**src/rtl/core/olr_pkg.sv**
```systemverilog
// Shared types, widths, codes and reset values for the jet/lepton overlap
// removal block. No dependencies; imported by the top level, olr_cone and the bench.
package olr_pkg;

   localparam int ACT_W      = 2;
   localparam int PT_W       = 14;
   localparam int ETA_W      = 11;
   localparam int PHI_W      = 10;
   localparam int TAG_W      = 16;
   localparam int ENTRY_W    = ETA_W + PHI_W;
   localparam int MAXETA_W   = 10;
   localparam int CONE_W     = 20;
   localparam int CNT_OUT_W  = 5;
   localparam int AETA_W     = ETA_W;
   localparam int DPHI_W     = PHI_W;
   localparam int AETA_SQ_W  = 2 * AETA_W;
   localparam int DPHI_SQ_W  = 2 * DPHI_W;
   localparam int DIST_W     = AETA_SQ_W + 1;

   localparam int REQ_TDATA_W = 56;
   localparam int RSP_TDATA_W = 24;
   localparam int CSR_IDX_W   = 2;
   localparam int CSR_DATA_W  = 20;

   localparam int DEFAULT_MAX_LEPTONS = 16;

   // item kinds carried in req_tuser
   localparam logic [ACT_W-1:0] ACT_CLEAR = 2'd0;
   localparam logic [ACT_W-1:0] ACT_ADD   = 2'd1;
   localparam logic [ACT_W-1:0] ACT_JET   = 2'd2;

   // register indexes
   localparam logic [CSR_IDX_W-1:0] REG_MIN_JET_PT   = 2'd0;
   localparam logic [CSR_IDX_W-1:0] REG_MAX_ABS_ETA  = 2'd1;
   localparam logic [CSR_IDX_W-1:0] REG_CONE_SQUARED = 2'd2;

   localparam logic [PT_W-1:0]     RESET_MIN_JET_PT   = 14'd120;
   localparam logic [MAXETA_W-1:0] RESET_MAX_ABS_ETA  = 10'd766;
   localparam logic [CONE_W-1:0]   RESET_CONE_SQUARED = 20'd4246;

   // status from the cone unit to the sequencer
   typedef struct packed {
      logic busy;   // an entry is inside the pipe, not yet at the output
      logic valid;  // hit below belongs to one table entry
      logic hit;    // entry lies strictly inside the cone
   } cone_rsp_type;

endpackage

```
**src/rtl/core/jet_lepton_overlap_removal.sv**
```systemverilog
// Top level of the jet/lepton overlap removal block: sequencer, registers,
// lepton table. Depends on olr_pkg, olr_ram and olr_cone.
//
// Usage: items enter on req_* (kind in req_tuser: clear table, add lepton,
// test jet). Every item gives exactly one result on rsp_*. Per event, send
// a clear, the leptons, then the jets. Registers on csr_* (always ready) must
// be written only while the block is idle; the block does not enforce this.
// Steps: clear, add and unused kinds go from acceptance to the finish step,
// which loads the result, then back to idle. A jet that passes the pt and eta
// cuts with stored leptons scans the table one entry per cycle through the
// single RAM read port and the three-stage cone unit, then waits until the
// cone unit is empty before the finish step; a jet that fails the cuts or
// meets an empty table goes straight to the finish step.
// One item is in work at a time; the next item is accepted while a result
// still waits in the output register. If the receiver stalls, the block
// finishes its item, then holds it until rsp_tready and accepts nothing more.
// Reset (synchronous, active high) empties the table count, clears the
// overflow flag and the output valid, and restores register defaults.
module jet_lepton_overlap_removal
   import olr_pkg::*;
#(
   parameter int MAX_LEPTONS = DEFAULT_MAX_LEPTONS
) (
   input  logic                   clock,
   input  logic                   reset,
   input  logic                   req_tvalid,
   output logic                   req_tready,
   // req_tdata from bit 0: pt[14], eta[11], phi[10], jet_tag[16], zero pad[5]
   input  logic [REQ_TDATA_W-1:0] req_tdata,
   // req_tuser: action[2]
   input  logic [ACT_W-1:0]       req_tuser,
   output logic                   rsp_tvalid,
   input  logic                   rsp_tready,
   // rsp_tdata from bit 0: kept[1], tag_out[16], lepton_count[5], overflow[1],
   // zero pad[1]
   output logic [RSP_TDATA_W-1:0] rsp_tdata,
   input  logic                   csr_valid,
   output logic                   csr_ready,
   input  logic [CSR_IDX_W-1:0]   csr_index,
   input  logic [CSR_DATA_W-1:0]  csr_data
);

   localparam int AW = (MAX_LEPTONS > 1) ? $clog2(MAX_LEPTONS) : 1;
   localparam int CW = $clog2(MAX_LEPTONS + 1);

   localparam logic [1:0] S_IDLE  = 2'd0;
   localparam logic [1:0] S_SCAN  = 2'd1;
   localparam logic [1:0] S_DRAIN = 2'd2;
   localparam logic [1:0] S_DONE  = 2'd3;

   logic [1:0]          state_ff, state_in;
   logic [CW-1:0]       count_ff, count_in;
   logic                overflow_ff, overflow_in;
   logic [CW-1:0]       idx_ff, idx_in;
   logic                hit_ff, hit_in;
   logic                rd_valid_ff, rd_valid_in;
   logic                pass_ff, pass_in;
   logic                is_jet_ff, is_jet_in;
   logic                rsp_valid_ff, rsp_valid_in;

   logic [PT_W-1:0]     min_jet_pt_ff;
   logic [MAXETA_W-1:0] max_abs_eta_ff;
   logic [CONE_W-1:0]   cone_squared_ff;

   logic [ETA_W-1:0]    eta_ff, eta_in;
   logic [PHI_W-1:0]    phi_ff, phi_in;
   logic [TAG_W-1:0]    tag_ff, tag_in;
   logic [RSP_TDATA_W-1:0] rsp_data_ff, rsp_data_in;

   logic [PT_W-1:0]     req_pt;
   logic [ETA_W-1:0]    req_eta;
   logic [PHI_W-1:0]    req_phi;
   logic [TAG_W-1:0]    req_tag;
   logic [AETA_W-1:0]   req_aeta;
   logic                req_fire;
   logic                cuts_ok;
   logic                table_full;
   logic                wr_en;
   logic                rd_en;
   logic [CW-1:0]       idx_next;
   logic [ENTRY_W-1:0]  rd_entry;
   logic [CW+CNT_OUT_W-1:0] count_wide;
   logic                kept;
   cone_rsp_type        cone_rsp;

   assign req_pt   = req_tdata[PT_W-1:0];
   assign req_eta  = req_tdata[PT_W +: ETA_W];
   assign req_phi  = req_tdata[PT_W+ETA_W +: PHI_W];
   assign req_tag  = req_tdata[PT_W+ETA_W+PHI_W +: TAG_W];

   assign req_tready = (state_ff == S_IDLE);
   assign req_fire   = req_tvalid & req_tready;
   assign csr_ready  = 1'b1;

   assign req_aeta   = req_eta[ETA_W-1] ? (~req_eta + 1'b1) : req_eta;
   assign cuts_ok    = (req_pt >= min_jet_pt_ff) && (req_aeta <= AETA_W'(max_abs_eta_ff));
   assign table_full = (count_ff >= CW'(MAX_LEPTONS));
   assign wr_en      = req_fire && (req_tuser == ACT_ADD) && !table_full;
   assign rd_en      = (state_ff == S_SCAN);
   assign idx_next   = idx_ff + 1'b1;
   assign count_wide = {{CNT_OUT_W{1'b0}}, count_ff};
   assign kept       = is_jet_ff & pass_ff & ~hit_ff;

   always_comb begin
      state_in     = state_ff;
      count_in     = count_ff;
      overflow_in  = overflow_ff;
      idx_in       = idx_ff;
      hit_in       = hit_ff | (cone_rsp.valid & cone_rsp.hit);
      rd_valid_in  = rd_en;
      pass_in      = pass_ff;
      is_jet_in    = is_jet_ff;
      eta_in       = eta_ff;
      phi_in       = phi_ff;
      tag_in       = tag_ff;
      rsp_valid_in = rsp_valid_ff & ~rsp_tready;
      rsp_data_in  = rsp_data_ff;

      case (state_ff)
         S_IDLE: begin
            if (req_fire) begin
               eta_in    = req_eta;
               phi_in    = req_phi;
               tag_in    = req_tag;
               is_jet_in = (req_tuser == ACT_JET);
               pass_in   = cuts_ok;
               hit_in    = 1'b0;
               idx_in    = '0;
               state_in  = S_DONE;
               case (req_tuser)
                  ACT_CLEAR: begin
                     count_in    = '0;
                     overflow_in = 1'b0;
                  end
                  ACT_ADD: begin
                     if (table_full) begin
                        overflow_in = 1'b1;
                     end else begin
                        count_in = count_ff + 1'b1;
                     end
                  end
                  ACT_JET: begin
                     if (cuts_ok && (count_ff != '0)) begin
                        state_in = S_SCAN;
                     end
                  end
                  default: begin
                  end
               endcase
            end
         end
         S_SCAN: begin
            idx_in = idx_next;
            if (idx_next == count_ff) begin
               state_in = S_DRAIN;
            end
         end
         S_DRAIN: begin
            // wait until the last entry has left the cone unit
            if (!rd_valid_ff && !cone_rsp.busy && !cone_rsp.valid) begin
               state_in = S_DONE;
            end
         end
         S_DONE: begin
            if (!rsp_valid_ff || rsp_tready) begin
               rsp_valid_in = 1'b1;
               rsp_data_in  = {1'b0, overflow_ff, count_wide[CNT_OUT_W-1:0],
                               is_jet_ff ? tag_ff : {TAG_W{1'b0}}, kept};
               state_in     = S_IDLE;
            end
         end
         default: begin
            state_in = S_IDLE;
         end
      endcase
   end

   always_ff @(posedge clock) begin
      if (reset) begin
         state_ff        <= S_IDLE;
         count_ff        <= '0;
         overflow_ff     <= 1'b0;
         idx_ff          <= '0;
         hit_ff          <= 1'b0;
         rd_valid_ff     <= 1'b0;
         pass_ff         <= 1'b0;
         is_jet_ff       <= 1'b0;
         rsp_valid_ff    <= 1'b0;
         min_jet_pt_ff   <= RESET_MIN_JET_PT;
         max_abs_eta_ff  <= RESET_MAX_ABS_ETA;
         cone_squared_ff <= RESET_CONE_SQUARED;
      end else begin
         state_ff     <= state_in;
         count_ff     <= count_in;
         overflow_ff  <= overflow_in;
         idx_ff       <= idx_in;
         hit_ff       <= hit_in;
         rd_valid_ff  <= rd_valid_in;
         pass_ff      <= pass_in;
         is_jet_ff    <= is_jet_in;
         rsp_valid_ff <= rsp_valid_in;
         if (csr_valid && csr_ready) begin
            case (csr_index)
               REG_MIN_JET_PT:   min_jet_pt_ff   <= csr_data[PT_W-1:0];
               REG_MAX_ABS_ETA:  max_abs_eta_ff  <= csr_data[MAXETA_W-1:0];
               REG_CONE_SQUARED: cone_squared_ff <= csr_data[CONE_W-1:0];
               default: begin
               end
            endcase
         end
      end
   end

   always_ff @(posedge clock) begin
      eta_ff      <= eta_in;
      phi_ff      <= phi_in;
      tag_ff      <= tag_in;
      rsp_data_ff <= rsp_data_in;
   end

   assign rsp_tvalid = rsp_valid_ff;
   assign rsp_tdata  = rsp_data_ff;

   olr_ram #(
      .WIDTH (ENTRY_W),
      .DEPTH (MAX_LEPTONS)
   ) u_table (
      .clock   (clock),
      .wr_en   (wr_en),
      .wr_addr (count_ff[AW-1:0]),
      .wr_data ({req_eta, req_phi}),
      .rd_en   (rd_en),
      .rd_addr (idx_ff[AW-1:0]),
      .rd_data (rd_entry)
   );

   olr_cone u_cone (
      .clock        (clock),
      .reset        (reset),
      .in_valid     (rd_valid_ff),
      .lep_entry    (rd_entry),
      .jet_eta      (eta_ff),
      .jet_phi      (phi_ff),
      .cone_squared (cone_squared_ff),
      .cone_rsp     (cone_rsp)
   );

   a_count_bound: assert property (@(posedge clock) disable iff (reset)
      count_ff <= CW'(MAX_LEPTONS))
      else $error("lepton count above table depth");

   a_overflow_full: assert property (@(posedge clock) disable iff (reset)
      overflow_ff |-> (count_ff == CW'(MAX_LEPTONS)))
      else $error("overflow flag set while table not full");

   a_idle_empty_pipe: assert property (@(posedge clock) disable iff (reset)
      (state_ff == S_IDLE) |-> (!rd_valid_ff && !cone_rsp.busy && !cone_rsp.valid))
      else $error("table read still in flight while idle");

   a_scan_in_range: assert property (@(posedge clock) disable iff (reset)
      (state_ff == S_SCAN) |-> (idx_ff < count_ff))
      else $error("table read beyond stored entries");

   a_result_from_done: assert property (@(posedge clock) disable iff (reset)
      $rose(rsp_valid_ff) |-> $past(state_ff == S_DONE))
      else $error("result loaded outside of the finish step");

endmodule

```
**src/rtl/core/olr_ram.sv**
```systemverilog
// Generic single-port-write / single-port-read synchronous RAM with a
// registered read. No dependencies.
module olr_ram #(
   parameter int WIDTH = 8,
   parameter int DEPTH = 16,
   localparam int ADDR_W = (DEPTH > 1) ? $clog2(DEPTH) : 1
) (
   input  logic              clock,
   input  logic              wr_en,
   input  logic [ADDR_W-1:0] wr_addr,
   input  logic [WIDTH-1:0]  wr_data,
   input  logic              rd_en,
   input  logic [ADDR_W-1:0] rd_addr,
   output logic [WIDTH-1:0]  rd_data
);

   logic [WIDTH-1:0] mem_ff [DEPTH];
   logic [WIDTH-1:0] rd_data_ff;

   always_ff @(posedge clock) begin
      if (wr_en) begin
         mem_ff[wr_addr] <= wr_data;
      end
      if (rd_en) begin
         rd_data_ff <= mem_ff[rd_addr];
      end
   end

   assign rd_data = rd_data_ff;

endmodule

```
**src/rtl/core/olr_cone.sv**
```systemverilog
// Three-stage cone test of one stored lepton against the jet under test:
// |deta| and wrapped |dphi|, then squares, then sum and compare. Uses olr_pkg.
module olr_cone
   import olr_pkg::*;
(
   input  logic                clock,
   input  logic                reset,
   input  logic                in_valid,
   input  logic [ENTRY_W-1:0]  lep_entry,
   input  logic [ETA_W-1:0]    jet_eta,
   input  logic [PHI_W-1:0]    jet_phi,
   input  logic [CONE_W-1:0]   cone_squared,
   output cone_rsp_type        cone_rsp
);

   logic                 s1_valid_ff, s1_valid_in;
   logic                 s2_valid_ff, s2_valid_in;
   logic                 s3_valid_ff, s3_valid_in;
   logic [AETA_W-1:0]    aeta_ff, aeta_in;
   logic [DPHI_W-1:0]    dphi_ff, dphi_in;
   logic [AETA_SQ_W-1:0] aeta_sq_ff, aeta_sq_in;
   logic [DPHI_SQ_W-1:0] dphi_sq_ff, dphi_sq_in;
   logic                 hit_ff, hit_in;

   logic [ETA_W:0]       deta;
   logic [ETA_W:0]       deta_abs;
   logic [PHI_W-1:0]     dphi_raw;
   logic [DIST_W-1:0]    dist_sum;

   always_comb begin
      deta     = {jet_eta[ETA_W-1], jet_eta}
               - {lep_entry[ENTRY_W-1], lep_entry[ENTRY_W-1:PHI_W]};
      deta_abs = deta[ETA_W] ? (~deta + 1'b1) : deta;
      aeta_in  = deta_abs[AETA_W-1:0];
      dphi_raw = jet_phi - lep_entry[PHI_W-1:0];
      // fold the azimuth difference into 0..pi
      dphi_in  = (dphi_raw > PHI_W'(512)) ? (~dphi_raw + 1'b1) : dphi_raw;
      s1_valid_in = in_valid;

      aeta_sq_in  = aeta_ff * aeta_ff;
      dphi_sq_in  = dphi_ff * dphi_ff;
      s2_valid_in = s1_valid_ff;

      dist_sum    = {1'b0, aeta_sq_ff} + DIST_W'(dphi_sq_ff);
      hit_in      = dist_sum < DIST_W'(cone_squared);
      s3_valid_in = s2_valid_ff;
   end

   always_ff @(posedge clock) begin
      if (reset) begin
         s1_valid_ff <= 1'b0;
         s2_valid_ff <= 1'b0;
         s3_valid_ff <= 1'b0;
      end else begin
         s1_valid_ff <= s1_valid_in;
         s2_valid_ff <= s2_valid_in;
         s3_valid_ff <= s3_valid_in;
      end
   end

   always_ff @(posedge clock) begin
      aeta_ff    <= aeta_in;
      dphi_ff    <= dphi_in;
      aeta_sq_ff <= aeta_sq_in;
      dphi_sq_ff <= dphi_sq_in;
      hit_ff     <= hit_in;
   end

   assign cone_rsp.busy  = s1_valid_ff | s2_valid_ff;
   assign cone_rsp.valid = s3_valid_ff;
   assign cone_rsp.hit   = hit_ff;

endmodule

```
**config.mk**
```make
export PLATFORM = sky130hd
export DESIGN_NAME = jet_lepton_overlap_removal
export DESIGN_NICKNAME = d
export VERILOG_FILES = /design/src/rtl/core/olr_pkg.sv /design/src/rtl/core/jet_lepton_overlap_removal.sv /design/src/rtl/core/olr_ram.sv /design/src/rtl/core/olr_cone.sv
export SDC_FILE = /design/constraint.sdc
export NUM_CORES = 1
export LEC_CHECK = 0
export ABC_CLOCK_PERIOD_IN_PS = 8300
export BUFFER_PORTS_ARGS = -buffer_cell sky130_fd_sc_hd__buf_2
export CAP_MARGIN = 20
export CORE_ASPECT_RATIO = 1.75
export CORE_UTILIZATION = 44
export CTS_CLUSTER_SIZE = 40
export DETAILED_ROUTE_END_ITERATION = 8
export SLEW_MARGIN = 20
export SYNTH_ARGS = -nofsm -noshare
export SYNTH_HDL_FRONTEND = slang
export SYNTH_HIERARCHICAL = 1
export SYNTH_SLANG_ARGS = --single-unit
```
**constraint.sdc**
```tcl
create_clock -name clock -period 8.3 [get_ports clock]
set_input_delay 2.49 -clock clock [delete_from_list [all_inputs] [get_ports clock]]
set_output_delay 2.49 -clock clock [all_outputs]
set_load 0.1 [all_outputs]
```
==> flow_summary.json <==
{
  "status": "complete, no violations",
  "slew_headroom_pct": 30.2,
  "wl_met2_um": 35500,
  "met1_length_um": 22100,
  "path_cells": "nand2_1 -> fa_1 -> inv_1 -> fa_1 -> inv_1 -> fa_1 -> inv_1 -> fa_1 -> inv_1 -> fa_1 -> inv_1 -> ha_1 -> or2_2 -> o311ai_0 -> nand4_1 -> a31o_2 -> a21oi_1 -> xnor2_1",
  "fp.dieH_um": 339,
  "ys.flop_type": "edfxtp_1",
  "ys_types": 85,
  "critical_path_buf_inv_count": 5,
  "antenna_found_initial": 2,
  "grt_max_degree": 49,
  "synth-compound-area-share_pct": 7.06,
  "syn_area_mm2": 0.0286,
  "multi_input_area_mm2": 0.0122,
  "final.setup_skew_ps": 29.5,
  "yosysTopAreaCell": "edfxtp_1",
  "synthMuxAreaShare_pct": 7.38,
  "dp_hpwl_um": 43200,
  "synth_top_family_by_area": "adder cells",
  "max_cap_viol_count": 0,
  "synth_edf_count": 417,
  "cp.arrival_ps": 6280,
  "ioPinCount": 112,
  "netlist_top_cells_count": "417 x edfxtp_1, 277 x inv_1, 192 x ha_1",
  "hold_violations": 0,
  "grt_pass1_vias": 18169,
  "required_ps": 8840,
  "cp_max_fo": 11,
  "initial_utilization_pct": 44.5,
  "routed_wl_um": 61700,
  "fp.dieW_um": 195,
  "regArea_mm2": 0.0151,
  "wl_per_cell_um": 19.8,
  "drive_gt1_share_pct": 12.9,
  "synth_fa_ha_area_share_pct": 16.4,
  "gp_congestion": 0.796,
  "hold_class": "reg -> reg",
  "nFillCells": 5593,
  "syn_inst": 2165,
  "syn2layout_area_growth_pct": 11.5,
  "slew_viol_final": 0,
  "grt_pass1_wl_um": 96900,
  "cts_root_buffer": "clkbuf_16",
  "first_pass_iters": 6,
  "grtUsageTotal_pct": 19.1,
  "yosys.cell_count.top_type": "edfxtp_1",
  "synth_top_cell_area_share_pct": 43.8,
  "drtIter0Drc": 804,
  "rsz0062_at_grt": "no",
  "yosysSeqAreaShare_pct": 52.7,
  "fin_crit_ps": 5740,
  "cts_buffers": 51,
  "coreArea_mm2": 0.0642,
  "synth_xor_area_share_pct": 3.01,
  "hold_buffers": 0,
  "ant_nets": 0,
  "clk_latency_ps": 620,
  "overflow": 0,
  "dr_total_vias": 16953,
  "row_count": 123,
  "fin_nets": 2662,
  "die_area_mm2": 0.0660,
  "tightest_slew_ps": 1040,
  "cts_tree": "built",
  "critical-path-top-delay-family": "adder cells",
  "synthArstFlopShare_pct": 0,
  "period_share_pct": 69.1,
  "cpPeakStageDelay_ps": 650,
  "critPathSlowestCell": "o311ai_0",
  "port-buffer-count": 104,
  "dr_wl_met3_um": 2170,
  "crit_type": "reg -> reg",
  "endpoint_kind": "flip-flop",
  "viasPerCell": 5.43,
  "cts.sink_count": 544,
  "yosys_warnings": 6,
  "fin_tns_setup_ps": 0,
  "synth.avg_cell_area_um2": 13.2,
  "ys_top_cells_by_area": "edfxtp_1 44%, dfxtp_1 8.9%, ha_1 8.4%",
  "dr.max_layer_used": "met5",
  "post-cts-setup-buffers": 0,
  "clockBufferDepth": 3,
  "post_cts_resize_count": 0,
  "setup_viol": 0,
  "synth-simple-area-share_pct": 8.33,
  "startpoint_type": "flip-flop",
  "clk_pin_slew_ps": 70,
  "drc": 0,
  "synth_seq_cells": 544,
  "htree_num_levels": 2,
  "fmax_ghz": 0.174
}
==> placed cells by master (no fill, tap or decap), drive strengths merged, types with 30 or more instances in the layout <==
cell and count:
a21oi 82, o21ai 39, fa 114, dfxtp 127
ha 192, inv 283, clkbuf 52, edfxtp 417
xor2 30, nand2 175, a22oi 46, buf 118
xnor2 68, nor2 86, and2 68, mux4 84
==> logic make-up after synthesis <==
kind of cell	Yosys count
xor gates and xnor gates	98
and+or+nand+nor	485
AOI/OAI and AO/OA	294
buffers and inverters	344
other	3
adders and majority gates	306
muxes	91
DFF	544
==> state kept, by name, summed over array words and instances, names as in the netlist, 11 cells and up <==
| name | cells |
|---|---|
| u_table/mem_ff | 336 |
| u_cone/dphi_sq_ff | 19 |
| eta_ff | 11 |
| u_cone/aeta_ff | 11 |
| u_cone/aeta_sq_ff | 21 |
| min_jet_pt_ff | 14 |
| u_table/rd_data | 21 |
| cone_squared_ff | 20 |
| tag_ff | 16 |
| rsp_tdata | 23 |
==> path summary, 6_finish.rpt <==
kind / endpoint / slack, ps / from / cells after the start
min reg2reg: rsp_tdata[22] / 450 / overflow_ff / 0
max: u_cone/aeta_sq_ff[20] / 2560 / u_cone/aeta_ff[7] / 18
min: rsp_tdata[22] / 450 / overflow_ff / 0
max reg2reg: u_cone/aeta_sq_ff[20] / 2560 / u_cone/aeta_ff[7] / 18
==> final cells by class <==
cell class	count	area share, %
clock inverters	41	1.98
repair buffers	118	1.96
clock buffers	52	4.02
inverters	278	3.28
multi-input cells	1278	38.3
diodes	1	0.00785
well taps	812	3.19
flip-flops and latches	544	47.3
==> metal layers <==
| layer | vias up | global-route usage, % |
|---|---|---|
| met5 | - | 0 |
| met4 | 2 | 7.41 |
| met3 | 101 | 2.48 |
| met2 | 319 | 38.0 |
| met1 | 8592 | 19.8 |
| li1 | 7939 | - |
==> through the flow <==
stage / hold slack [ps] / util [%] / setup WS (ps) / instances / cell area [um2]
finish: 451 / 49.6 / 2560 / 3124 / 31900
CTS: 451 / 49.6 / 2590 / 3123 / 31800
global route: 471 / 49.6 / 2300 / 3124 / 31900
global placement: 421 / 46.6 / 2560 / 3030 / 29900
floorplan: 342 / - / 2740 / 2166 / 28600
detailed placement: 442 / 46.6 / 2580 / 3030 / 29900
Power is not shown: default switching activity piles up to over one toggle a cycle in this logic, so the estimate is an artifact.
